### src/design/vector3_fixed_point_alu_top_macros.svh
// ----------------------------------------------------------------------------
// Assertion macros for the 3D vector fixed-point unit.
// Bodies are empty when SYNTH is defined.
// ----------------------------------------------------------------------------
`ifndef VECTOR3_FIXED_POINT_ALU_TOP_MACROS_SVH
`define VECTOR3_FIXED_POINT_ALU_TOP_MACROS_SVH

`ifndef SYNTH

// Same-cycle implication, disabled while reset is asserted.
`define VFA_ASSERT_IMP(lbl, clk, rst_n, ante, cons) \
    lbl: assert property (@(posedge clk) disable iff (!(rst_n)) (ante) |-> (cons)) \
        else $error("vector unit assertion failed");

// Next-cycle implication, disabled while reset is asserted.
`define VFA_ASSERT_NXT(lbl, clk, rst_n, ante, cons) \
    lbl: assert property (@(posedge clk) disable iff (!(rst_n)) (ante) |=> (cons)) \
        else $error("vector unit assertion failed");

`else

`define VFA_ASSERT_IMP(lbl, clk, rst_n, ante, cons)
`define VFA_ASSERT_NXT(lbl, clk, rst_n, ante, cons)

`endif

`endif

### src/design/vfa_pkg.sv
// ----------------------------------------------------------------------------
// vfa_pkg
// Types, operation codes and helper functions of the 3D vector unit.
// ----------------------------------------------------------------------------
package vfa_pkg;

    localparam int FRAC_BITS_DEFAULT = 16;
    localparam int WORD_W            = 32;
    localparam int EPS_W             = 16;
    localparam int OP_W              = 4;
    localparam int ROOT_W            = 32;
    localparam int IN_DATA_W         = 192;
    localparam int OUT_DATA_W        = 136;

    localparam logic [EPS_W-1:0] EPS_RESET = 16'd1;

    localparam logic [1:0] AXIS_X = 2'd0;
    localparam logic [1:0] AXIS_Y = 2'd1;
    localparam logic [1:0] AXIS_Z = 2'd2;

    localparam logic signed [67:0] SAT_HI = 68'sh7FFF_FFFF;
    localparam logic signed [67:0] SAT_LO = -68'sh8000_0000;

    typedef enum logic [OP_W-1:0] {
        OP_ADD       = 4'd0,
        OP_SUB       = 4'd1,
        OP_DOT       = 4'd2,
        OP_CROSS     = 4'd3,
        OP_LENGTH    = 4'd4,
        OP_NORMALIZE = 4'd5,
        OP_ORTHO     = 4'd6,
        OP_LARGEST   = 4'd7,
        OP_SCALE     = 4'd8
    } op_t;

    typedef logic signed [WORD_W-1:0] word_t;
    typedef word_t [2:0] vec_t;

    typedef struct packed {
        op_t  op;
        vec_t a;
        vec_t b;
    } item_t;

    typedef struct packed {
        vec_t       r;
        word_t      scalar;
        logic [1:0] axis;
        logic       sat;
    } result_t;

    // Payload that travels down the whole pipeline.
    typedef struct packed {
        op_t     op;
        vec_t    v;
        result_t res;
    } sqc_t;

    typedef struct packed {
        sqc_t c;
        vec_t a;
        vec_t b;
    } front_t;

    typedef struct packed {
        sqc_t        c;
        logic [63:0] sumsq;
    } mid_t;

    typedef struct packed {
        sqc_t              c;
        logic [ROOT_W-1:0] len;
    } root_t;

    typedef struct packed {
        word_t val;
        logic  clip;
    } sat_t;

    // Clip a wide signed value to the 32-bit range.
    function automatic sat_t sat_word(input logic signed [67:0] x);
        sat_t s;
        if (x > SAT_HI) begin
            s.val  = 32'sh7FFF_FFFF;
            s.clip = 1'b1;
        end else if (x < SAT_LO) begin
            s.val  = 32'sh8000_0000;
            s.clip = 1'b1;
        end else begin
            s.val  = x[WORD_W-1:0];
            s.clip = 1'b0;
        end
        return s;
    endfunction

    // Magnitude of a word; the most negative value gives 2^31.
    function automatic logic [WORD_W-1:0] mag_word(input word_t w);
        logic [WORD_W-1:0] u;
        u = w;
        return u[WORD_W-1] ? (~u + 32'd1) : u;
    endfunction

    // Index of the largest absolute component; ties go to the higher index.
    function automatic logic [1:0] largest_axis(input vec_t v);
        logic [WORD_W-1:0] mx;
        logic [WORD_W-1:0] my;
        logic [WORD_W-1:0] mz;
        logic [1:0]        k;
        mx = mag_word(v[0]);
        my = mag_word(v[1]);
        mz = mag_word(v[2]);
        if (mx > my) begin
            k = (mx > mz) ? AXIS_X : AXIS_Z;
        end else begin
            k = (my > mz) ? AXIS_Y : AXIS_Z;
        end
        return k;
    endfunction

endpackage

### src/design/vfa_front.sv
// ----------------------------------------------------------------------------
// vfa_front
// Input register and first compute stage: add, subtract, largest axis and
// the ortho cross product against a unit axis.
// ----------------------------------------------------------------------------
module vfa_front (
    input  logic            aclk,
    input  logic            aresetn,
    input  logic            in_valid,
    output logic            in_ready,
    input  vfa_pkg::item_t  in_data,
    output logic            out_valid,
    input  logic            out_ready,
    output vfa_pkg::front_t out_data
);
    import vfa_pkg::*;

    logic   s0_vld_reg;
    item_t  s0_reg;
    logic   s1_vld_reg;
    front_t s1_reg;
    front_t s1_next;

    logic   adv0;
    logic   adv1;

    sat_t       add_s [3];
    sat_t       sub_s [3];
    sat_t       neg_s [3];
    logic [1:0] axis;
    logic [1:0] k_axis;
    vec_t       ortho_v;
    logic       ortho_clip;

    // Each stage moves when it is empty or the next one moves.
    assign adv1     = !s1_vld_reg || out_ready;
    assign adv0     = !s0_vld_reg || adv1;
    assign in_ready = adv0;

    // Lane arithmetic on the registered beat.
    always_comb begin
        for (int i = 0; i < 3; i++) begin
            add_s[i] = sat_word(68'(s0_reg.a[i]) + 68'(s0_reg.b[i]));
            sub_s[i] = sat_word(68'(s0_reg.a[i]) - 68'(s0_reg.b[i]));
            neg_s[i] = sat_word(-68'(s0_reg.a[i]));
        end
    end

    // Cross with the unit axis one below the largest, wrapping to z.
    always_comb begin
        axis   = largest_axis(s0_reg.a);
        k_axis = (axis == AXIS_X) ? AXIS_Z : axis - 2'd1;
        unique case (k_axis)
            AXIS_X: begin
                ortho_v    = {neg_s[1].val, s0_reg.a[2], 32'sd0};
                ortho_clip = neg_s[1].clip;
            end
            AXIS_Y: begin
                ortho_v    = {s0_reg.a[0], 32'sd0, neg_s[2].val};
                ortho_clip = neg_s[2].clip;
            end
            default: begin
                ortho_v    = {32'sd0, neg_s[0].val, s0_reg.a[1]};
                ortho_clip = neg_s[0].clip;
            end
        endcase
    end

    // Result selection by operation.
    always_comb begin
        s1_next      = '0;
        s1_next.a    = s0_reg.a;
        s1_next.b    = s0_reg.b;
        s1_next.c.op = s0_reg.op;
        s1_next.c.v  = s0_reg.a;
        unique case (s0_reg.op)
            OP_ADD: begin
                for (int i = 0; i < 3; i++) begin
                    s1_next.c.res.r[i] = add_s[i].val;
                end
                s1_next.c.res.sat = add_s[0].clip | add_s[1].clip | add_s[2].clip;
            end
            OP_SUB: begin
                for (int i = 0; i < 3; i++) begin
                    s1_next.c.res.r[i] = sub_s[i].val;
                end
                s1_next.c.res.sat = sub_s[0].clip | sub_s[1].clip | sub_s[2].clip;
            end
            OP_LARGEST: begin
                s1_next.c.res.axis = axis;
            end
            OP_ORTHO: begin
                s1_next.c.v       = ortho_v;
                s1_next.c.res.sat = ortho_clip;
            end
            default: begin
            end
        endcase
    end

    // Stage registers.
    always_ff @(posedge aclk) begin
        if (!aresetn) begin
            s0_vld_reg <= 1'b0;
            s1_vld_reg <= 1'b0;
        end else begin
            if (adv0) begin
                s0_vld_reg <= in_valid;
            end
            if (adv1) begin
                s1_vld_reg <= s0_vld_reg;
            end
        end
    end

    always_ff @(posedge aclk) begin
        if (adv0) begin
            s0_reg <= in_data;
        end
        if (adv1) begin
            s1_reg <= s1_next;
        end
    end

    assign out_valid = s1_vld_reg;
    assign out_data  = s1_reg;

endmodule

### config.mk
export PLATFORM = sky130hd
export DESIGN_NAME = vfa_front
export DESIGN_NICKNAME = d
export VERILOG_FILES = /design/src/design/vector3_fixed_point_alu_top_macros.svh /design/src/design/vfa_pkg.sv /design/src/design/vfa_front.sv
export SDC_FILE = /design/constraint.sdc
export NUM_CORES = 1
export LEC_CHECK = 0
export ABC_AREA = 1
export ABC_CLOCK_PERIOD_IN_PS = 18450
export BUFFER_PORTS_ARGS = -buffer_cell sky130_fd_sc_hd__buf_2
export CAP_MARGIN = 20
export CORE_AREA = 8 8 393 357
export DETAILED_ROUTE_END_ITERATION = 10
export DIE_AREA = 0 0 401 365
export SLEW_MARGIN = 20
export SYNTH_ARGS = -nofsm -noshare
export SYNTH_HDL_FRONTEND = slang
export SYNTH_SLANG_ARGS = --single-unit
### constraint.sdc
create_clock -name aclk -period 18.45 [get_ports aclk]
set_input_delay 0.9225 -clock aclk [delete_from_list [all_inputs] [get_ports aclk]]
set_output_delay 0.9225 -clock aclk [all_outputs]
set_load 0.005 [all_outputs]
==> qor.csv, run 1 <==
stage,metric,value,unit
run_status,outcome,"finished, final reports clean",
placed_design,GPL Wtd Cong,0.9702,
timing,ratio of final minimum period to clock period,0.3193,
clocking,CTS Buf Count,71,
routing,Remaining DRCs,0,
flow_run,Max-Cap Viols,0,
yosys,Synth warnings,0,
yosys,Post-synth EDFFs,587,
clocking,clock latency on the worst-skew pair,0.71,ns
routing,drt total wl,171800,µm
worst_setup_path,Critical Path Fanout Max,57,
clocking,CTS tree,built,
final_layout,post-layout net count,5616,
floorplanning,Die ar.,0.1464,mm²
grt,GRT busiest layer,met2,
yosys,register area share after synthesis,0.4451,
hold_path,Hold Crit Class,in2reg,
yosys,#FFs+latches synth,589,
grt,number of global-route vias before repair,34570,
worst_setup_path,Reg2Reg Depth,24,
clocking,CTS clock-pin slew for the worst setup and hold paths,0.06,ns
grt,first-pass GRT wire length,242400,µm
pwr,Static Leakage,21.19,nW
final_layout,Finished Layout Cells,6929,
worst_setup_path,CP Capture Type,register,
yosys,Synth Area in XOR/XNOR,0.04757,
floorplanning,Core Area,0.1339,mm²
final_layout,share of layout cells above drive strength 1,0.1845,
floorplanning,initial core utilization,0.2964,
clocking,root buf cell,clkbuf_16,
yosys,Adder-Cell Fraction of Synth Area,0.09792,
final_layout,max reg flops,391,
timing,final hold violation count,0,
yosys,async set-or-reset flop fraction in the synthesized netlist,0,
routing,post-DR vias/cell,5.138,
yosys,largest family of logic cells by synthesized area,simple AND/OR/NAND/NOR gates,
yosys,"Cell Area, Synth",0.03969,mm²
routing,DRT antenna net count,0,
grt,GR Util met1,0.2863,
yosys,Synth top area share,0.4441,
grt,M2 GR Usage,0.3641,
yosys,Synth area leaders,"edfxtp_1 (44%), ha_1 (9.5%), nand2_1 (8.1%), a21oi_1 (5.6%), inv_1 (4.9%)",
routing,DR iter-0 viols,3846,
worst_setup_path,Critical Path AT,6.41,ns
yosys,Compound-Gate Fraction of Synth Area,0.1471,
clocking,# Post-CTS Setup Buffers,0,
clocking,Num Clock Sinks,589,
timing,WHS,0.3898,ns
clocking,CTS-repair resized insts,0,
worst_setup_path,Setup CP Type,reg2reg,
pwr,peak supply drop,0.00007659,V
floorplanning,Ports,625,
timing,Max Freq,0.1697,GHz
placed_design,count of input and output buffers,592,
routing,Routed WL per cell,24.80,µm
yosys,syn avg cell area,8.707,µm²
placed_design,post-detail-place hpwl,134300,µm
floorplanning,Row Count,128,
timing,minimum clock period,5.892,ns
placed_design,Placed Cells,6791,
timing,clk_skew,0.03033,ns
worst_setup_path,Critical Path RT,18.97,ns
grt,GR Layer Usage met3,0.05537,
worst_setup_path,Worst Setup Start Kind,register,
pwr,Overall Power,0.004174,W
grt,largest net degree at the start of global routing,151,
routing,TritonRoute pass-1 iters,6,
timing,setup violators final,0,
grt,GRT Total Usage,0.2232,
floorplanning,Die X,401,µm
final_layout,Final Core Density,0.3496,
timing,worst slew pin tran,1.092,ns
hold_path,worst hold stages,1,
timing,max-slew violation count,0,
timing,Sum Neg Setup Slack,0,ns
yosys,"Top FF cell, synth",edfxtp_1,
grt,total grt overflow,0,
yosys,leading area contributor after synthesis,edfxtp_1,
clocking,H-tree Lvls,3,
yosys,synth unique cells,71,
routing,vias,35600,
floorplanning,die height,365,µm
timing,Worst slew margin,0.2718,
clocking,Longest Clk Path Bufs,3,
yosys,Synth Instances,4558,
grt,initial antenna violation count,11,
timing,RSZ-0062 raised after global routing,false,
yosys,mux cell area share after synthesis,0.0005044,
final_layout,area grow syn2layout,17.92,%
pwr,Pwr Density,89.18,mW/mm²
yosys,Synth Area in Simple Gates,0.1800,
clocking,hold-fix buffers at CTS,0,
[worst max-delay path, cell delays in order, from the launching register on]
cell and delay [ns]:
edfxtp_1 0.50, inv_1 0.24, ha_1 0.24, nand2_1 0.08
nor2_1 0.14, nand3_1 0.21, nor2_2 0.26, nand3_1 0.21
nor3_2 0.25, nand3_1 0.13, xor2_1 0.18, nor2_1 0.05
or2_2 0.30, ha_1 0.28, nand2_1 0.08, nor4_1 0.44
nand2_1 0.13, inv_1 0.08, nand2_1 0.06, a21oi_1 0.36
inv_1 0.15, nor2_4 0.25, buf_4 0.64, nand3_1 0.15
a31oi_1 0.22
[layer usage]
layer | up-vias | share of wire
li1 | 16550 | -
met1 | 17050 | 0.41
met2 | 1720 | 0.46
met3 | 284 | 0.090
met4 | 9 | 0.040
met5 | - | 0.00087
[path summary, 6_finish.rpt]
| kind | startpoint | endpoint | slack, ns |
|---|---|---|---|
| max | s0_reg[129] | out_data[361] | 12.56 |
| min reg2reg | s0_vld_reg | out_valid | 0.48 |
| max reg2reg | s0_reg[129] | out_data[361] | 12.56 |
| min | in_data[132] | s0_reg[132] | 0.39 |
[kinds of logic after synthesis]
kind of cell | after synthesis
buffers and inverters | 756
XOR/XNOR | 213
adder cells (fa/ha/maj) | 307
multiplexers | 2
other | 1
AND/OR/NAND/NOR | 1675
AO/OA/AOI/OAI | 1015
flip-flops | 589
[cells in the mapped netlist, types with 12 or more instances]
master    instances
nand2_1         854
edfxtp_1        587
inv_1           523
nor2_1          452
a21oi_1         442
o21ai_0         303
ha_1            301
xor2_1          199
nand3_1         137
buf_2            83
clkbuf_1         55
a31oi_1          52
nor3_1           48
buf_4            46
nand4_1          45
o21ai_1          43
nand2_2          34
nor4_1           29
o221ai_1         27
a21o_1           25
nor2_2           22
inv_2            21
o21bai_1         21
a21oi_2          20
buf_6            15
o221ai_2         14
o21ai_2          12
[power breakdown]
| part | internal (W) | total [W] | switching, W |
|---|---|---|---|
| logic | 0.000314 | 0.000991 | 0.000677 |
| registers | 0.00159 | 0.00169 | 0.000100 |
| clock network | 0.000864 | 0.00149 | 0.000628 |
| total | 0.00277 | 0.00417 | 0.00140 |
[final cells by class]
| cell class | count | area [µm²] |
|---|---|---|
| fillers | 13840 | 87090 |
| diodes | 8 | 20.02 |
| multi-input cells | 3244 | 18960 |
| inverters | 548 | 2063 |
| flip-flops and latches | 589 | 17670 |
| repair buffers | 655 | 3448 |
| clock buffers | 81 | 1857 |
| well taps | 1755 | 2196 |
| clock inverters | 49 | 585.6 |
[stage by stage]
step                      setup slack (ns)  instance area (µm²)
after floorplan                      8.280                39800
after global placement               12.82                44340
after detailed placement             12.69                44340
after CTS                            12.63                46780
after global routing                 12.18                46780
final                                12.56                46800
[layout by cell type, fill, tap and decap left out, types with 8 or more instances in the layout]
master     count
o221ai_2      14
clkinv_1       9
nor4_1        29
nand4_1       45
a21oi_2       20
inv_6          8
diode_2        8
edfxtp_1     587
nand3_1      136
a21boi_0      11
xnor2_1       11
ha_1         301
buf_4         62
bufinv_16      9
buf_2        592
o211ai_1      10
clkinv_2      11
nand2_2       34
nor2_2        22
nand2_1      852
nor2_4        10
o221ai_1      27
o21ai_1       43
o21bai_1      21
inv_2         21
a31oi_1       51
xor2_1       199
nand3_2       10
inv_1        522
a21oi_1      442
nor2_1       450
o21ai_0      303
conb_1        32
a21o_1        25
clkbuf_16     73
clkbuf_1       8
nor3_1        48
o21ai_2       11
Note: power is estimated with default switching activity, not from simulation.
==> inputs of run 2 (changes only) <==
ABC_CLOCK_PERIOD_IN_PS = 5080   (was 18450)
clock period = 5.08 ns   (was 18.45 ns; I/O delays follow)
==> run 2 against run 1 <==
Sequential cell count did not move. Final area rose by 5.7%. Critical path depth rose by 4. Critical endpoint is now out_data[413]. Largest cell class unchanged.
==> qor.csv, run 2 (synthesis results as in run 1) <==
stage,metric,value,unit
routing,metal3 WL,15550,µm
clocking,CTS Buf Count,70,
timing,Worst slew margin,0.2269,
worst_setup_path,crit-path leading delay family,simple AND/OR/NAND/NOR gates,
timing,minimum clock period,4.902,ns
routing,DR iter-0 viols,3854,
worst_setup_path,"slowest stage delay, CP",0.40,ns
placed_design,count of input and output buffers,592,
worst_setup_path,Critical Path Fanout Max,14,
worst_setup_path,Critical Path RT,5.51,ns
routing,Routed WL per cell,25.05,µm
worst_setup_path,CP Capture Type,register,
clocking,H-tree Lvls,3,
grt,largest net degree at the start of global routing,138,
final_layout,Fill cells,13570,
worst_setup_path,Most common cell on crit path,nand2_1,
final_layout,most frequent cells in the layout,"nand2_1 (852), buf_2 (592), edfxtp_1 (587)",
hold_path,Hold Crit Class,in2reg,
final_layout,area grow syn2layout,24.65,%
timing,ratio of final minimum period to clock period,0.9650,
timing,Sum Neg Setup Slack,0,ns
clocking,CTS tree,built,
floorplanning,Row Count,128,
timing,max-slew violation count,0,
placed_design,pre-CTS WS,0.3558,ns
timing,Max Freq,0.2040,GHz
final_layout,post-layout net count,5895,
pwr,Overall Power,0.01529,W
grt,initial antenna violation count,11,
floorplanning,Die X,401,µm
grt,total grt overflow,0,
clocking,clock latency on the worst-skew pair,0.70,ns
flow_run,Max-Cap Viols,0,
floorplanning,die height,365,µm
routing,drt total wl,180400,µm
pwr,peak supply drop,0.0002526,V
placed_design,post-detail-place hpwl,142600,µm
worst_setup_path,CP max-delay cell,edfxtp_1,
routing,Remaining DRCs,0,
pwr,Pwr Density,309.2,mW/mm²
timing,setup violators final,0,
routing,TritonRoute pass-1 iters,6,
final_layout,share of layout cells above drive strength 1,0.1896,
grt,number of global-route vias before repair,35740,
floorplanning,Die ar.,0.1464,mm²
routing,M1 WL,75830,µm
final_layout,Finished Layout Cells,7200,
clocking,Num Clock Sinks,589,
timing,final worst slack,0.1780,ns
pwr,Static Leakage,22.44,nW
final_layout,max reg flops,391,
timing,clk_skew,0.04167,ns
clocking,CTS clock-pin slew for the worst setup and hold paths,0.07,ns
grt,GRT Total Usage,0.2344,
routing,post-DR vias/cell,5.138,
placed_design,GPL Wtd Cong,0.9791,
timing,worst slew pin tran,1.160,ns
timing,final hold violation count,0,
run_status,outcome,"finished, final reports clean",
worst_setup_path,Critical Path AT,5.33,ns
placed_design,Post-DP Area,0.04509,mm²
routing,DRT antenna net count,0,
placed_design,Placed Cells,6872,
routing,vias,36990,
grt,first-pass GRT wire length,254100,µm
clocking,root buf cell,clkbuf_16,
worst_setup_path,Worst Setup Start Kind,register,
floorplanning,initial core utilization,0.2964,
floorplanning,Ports,625,
routing,Top Metal Used,met5,
routing,Routed met2 length,81220,µm
clocking,Longest Clk Path Bufs,3,
final_layout,"most common cell after layout, fill and taps aside",nand2_1,
worst_setup_path,Setup CP Type,reg2reg,
floorplanning,Core Area,0.1339,mm²
clocking,# Post-CTS Setup Buffers,0,
final_layout,fin area,0.04947,mm²
worst_setup_path,CP bufs+invs,7,
==> run 2: stage by stage <==
| step | util | hold WS (ns) |
|---|---|---|
| floorplan | - | 0.3529 |
| global placement | 0.3368 | 0.4300 |
| detailed placement | 0.3368 | 0.4321 |
| CTS | 0.3693 | 0.2076 |
| global route | 0.3694 | 0.2351 |
| finish | 0.3695 | 0.2645 |
==> run 2: what timing repair did <==
item,in CTS,in global routing
setup endpoints to repair,0,56
hold endpoints to repair,198,0
gates resized for setup,0,6
hold buffers,199,0
==> run 2: power breakdown <==
part	switching (W)	internal (W)
logic	0.00255	0.00133
clock network	0.00233	0.00295
registers	0.000342	0.00578
==> run 2: layout make-up <==
cell class	count	area, µm²	area share
multi-input combinational	3244	18970	0.3835
sequential	589	17670	0.3571
timing repair buffer	935	6202	0.1254
tap	1755	2196	0.04439
inverter	548	2063	0.04171
clock buffer	76	1774	0.03586
clock inverter	50	586.8	0.01186
antenna	3	7.507	0.0001518
==> run 2: routing by layer <==
layer,up-vias,global-route usage
li1,17100,-
met1,17800,0.3076
met2,1792,0.3782
met3,297,0.05284
met4,2,0.08925
met5,-,0
==> run 2: final timing paths <==
kind	startpoint	slack, ns	cells after the start	to
max	s0_reg[96]	0.18	28	out_data[413]
min	in_data[34]	0.26	2	s0_reg[34]
max reg2reg	s0_reg[96]	0.18	28	out_data[413]
min reg2reg	s0_reg[83]	0.50	0	out_data[83]
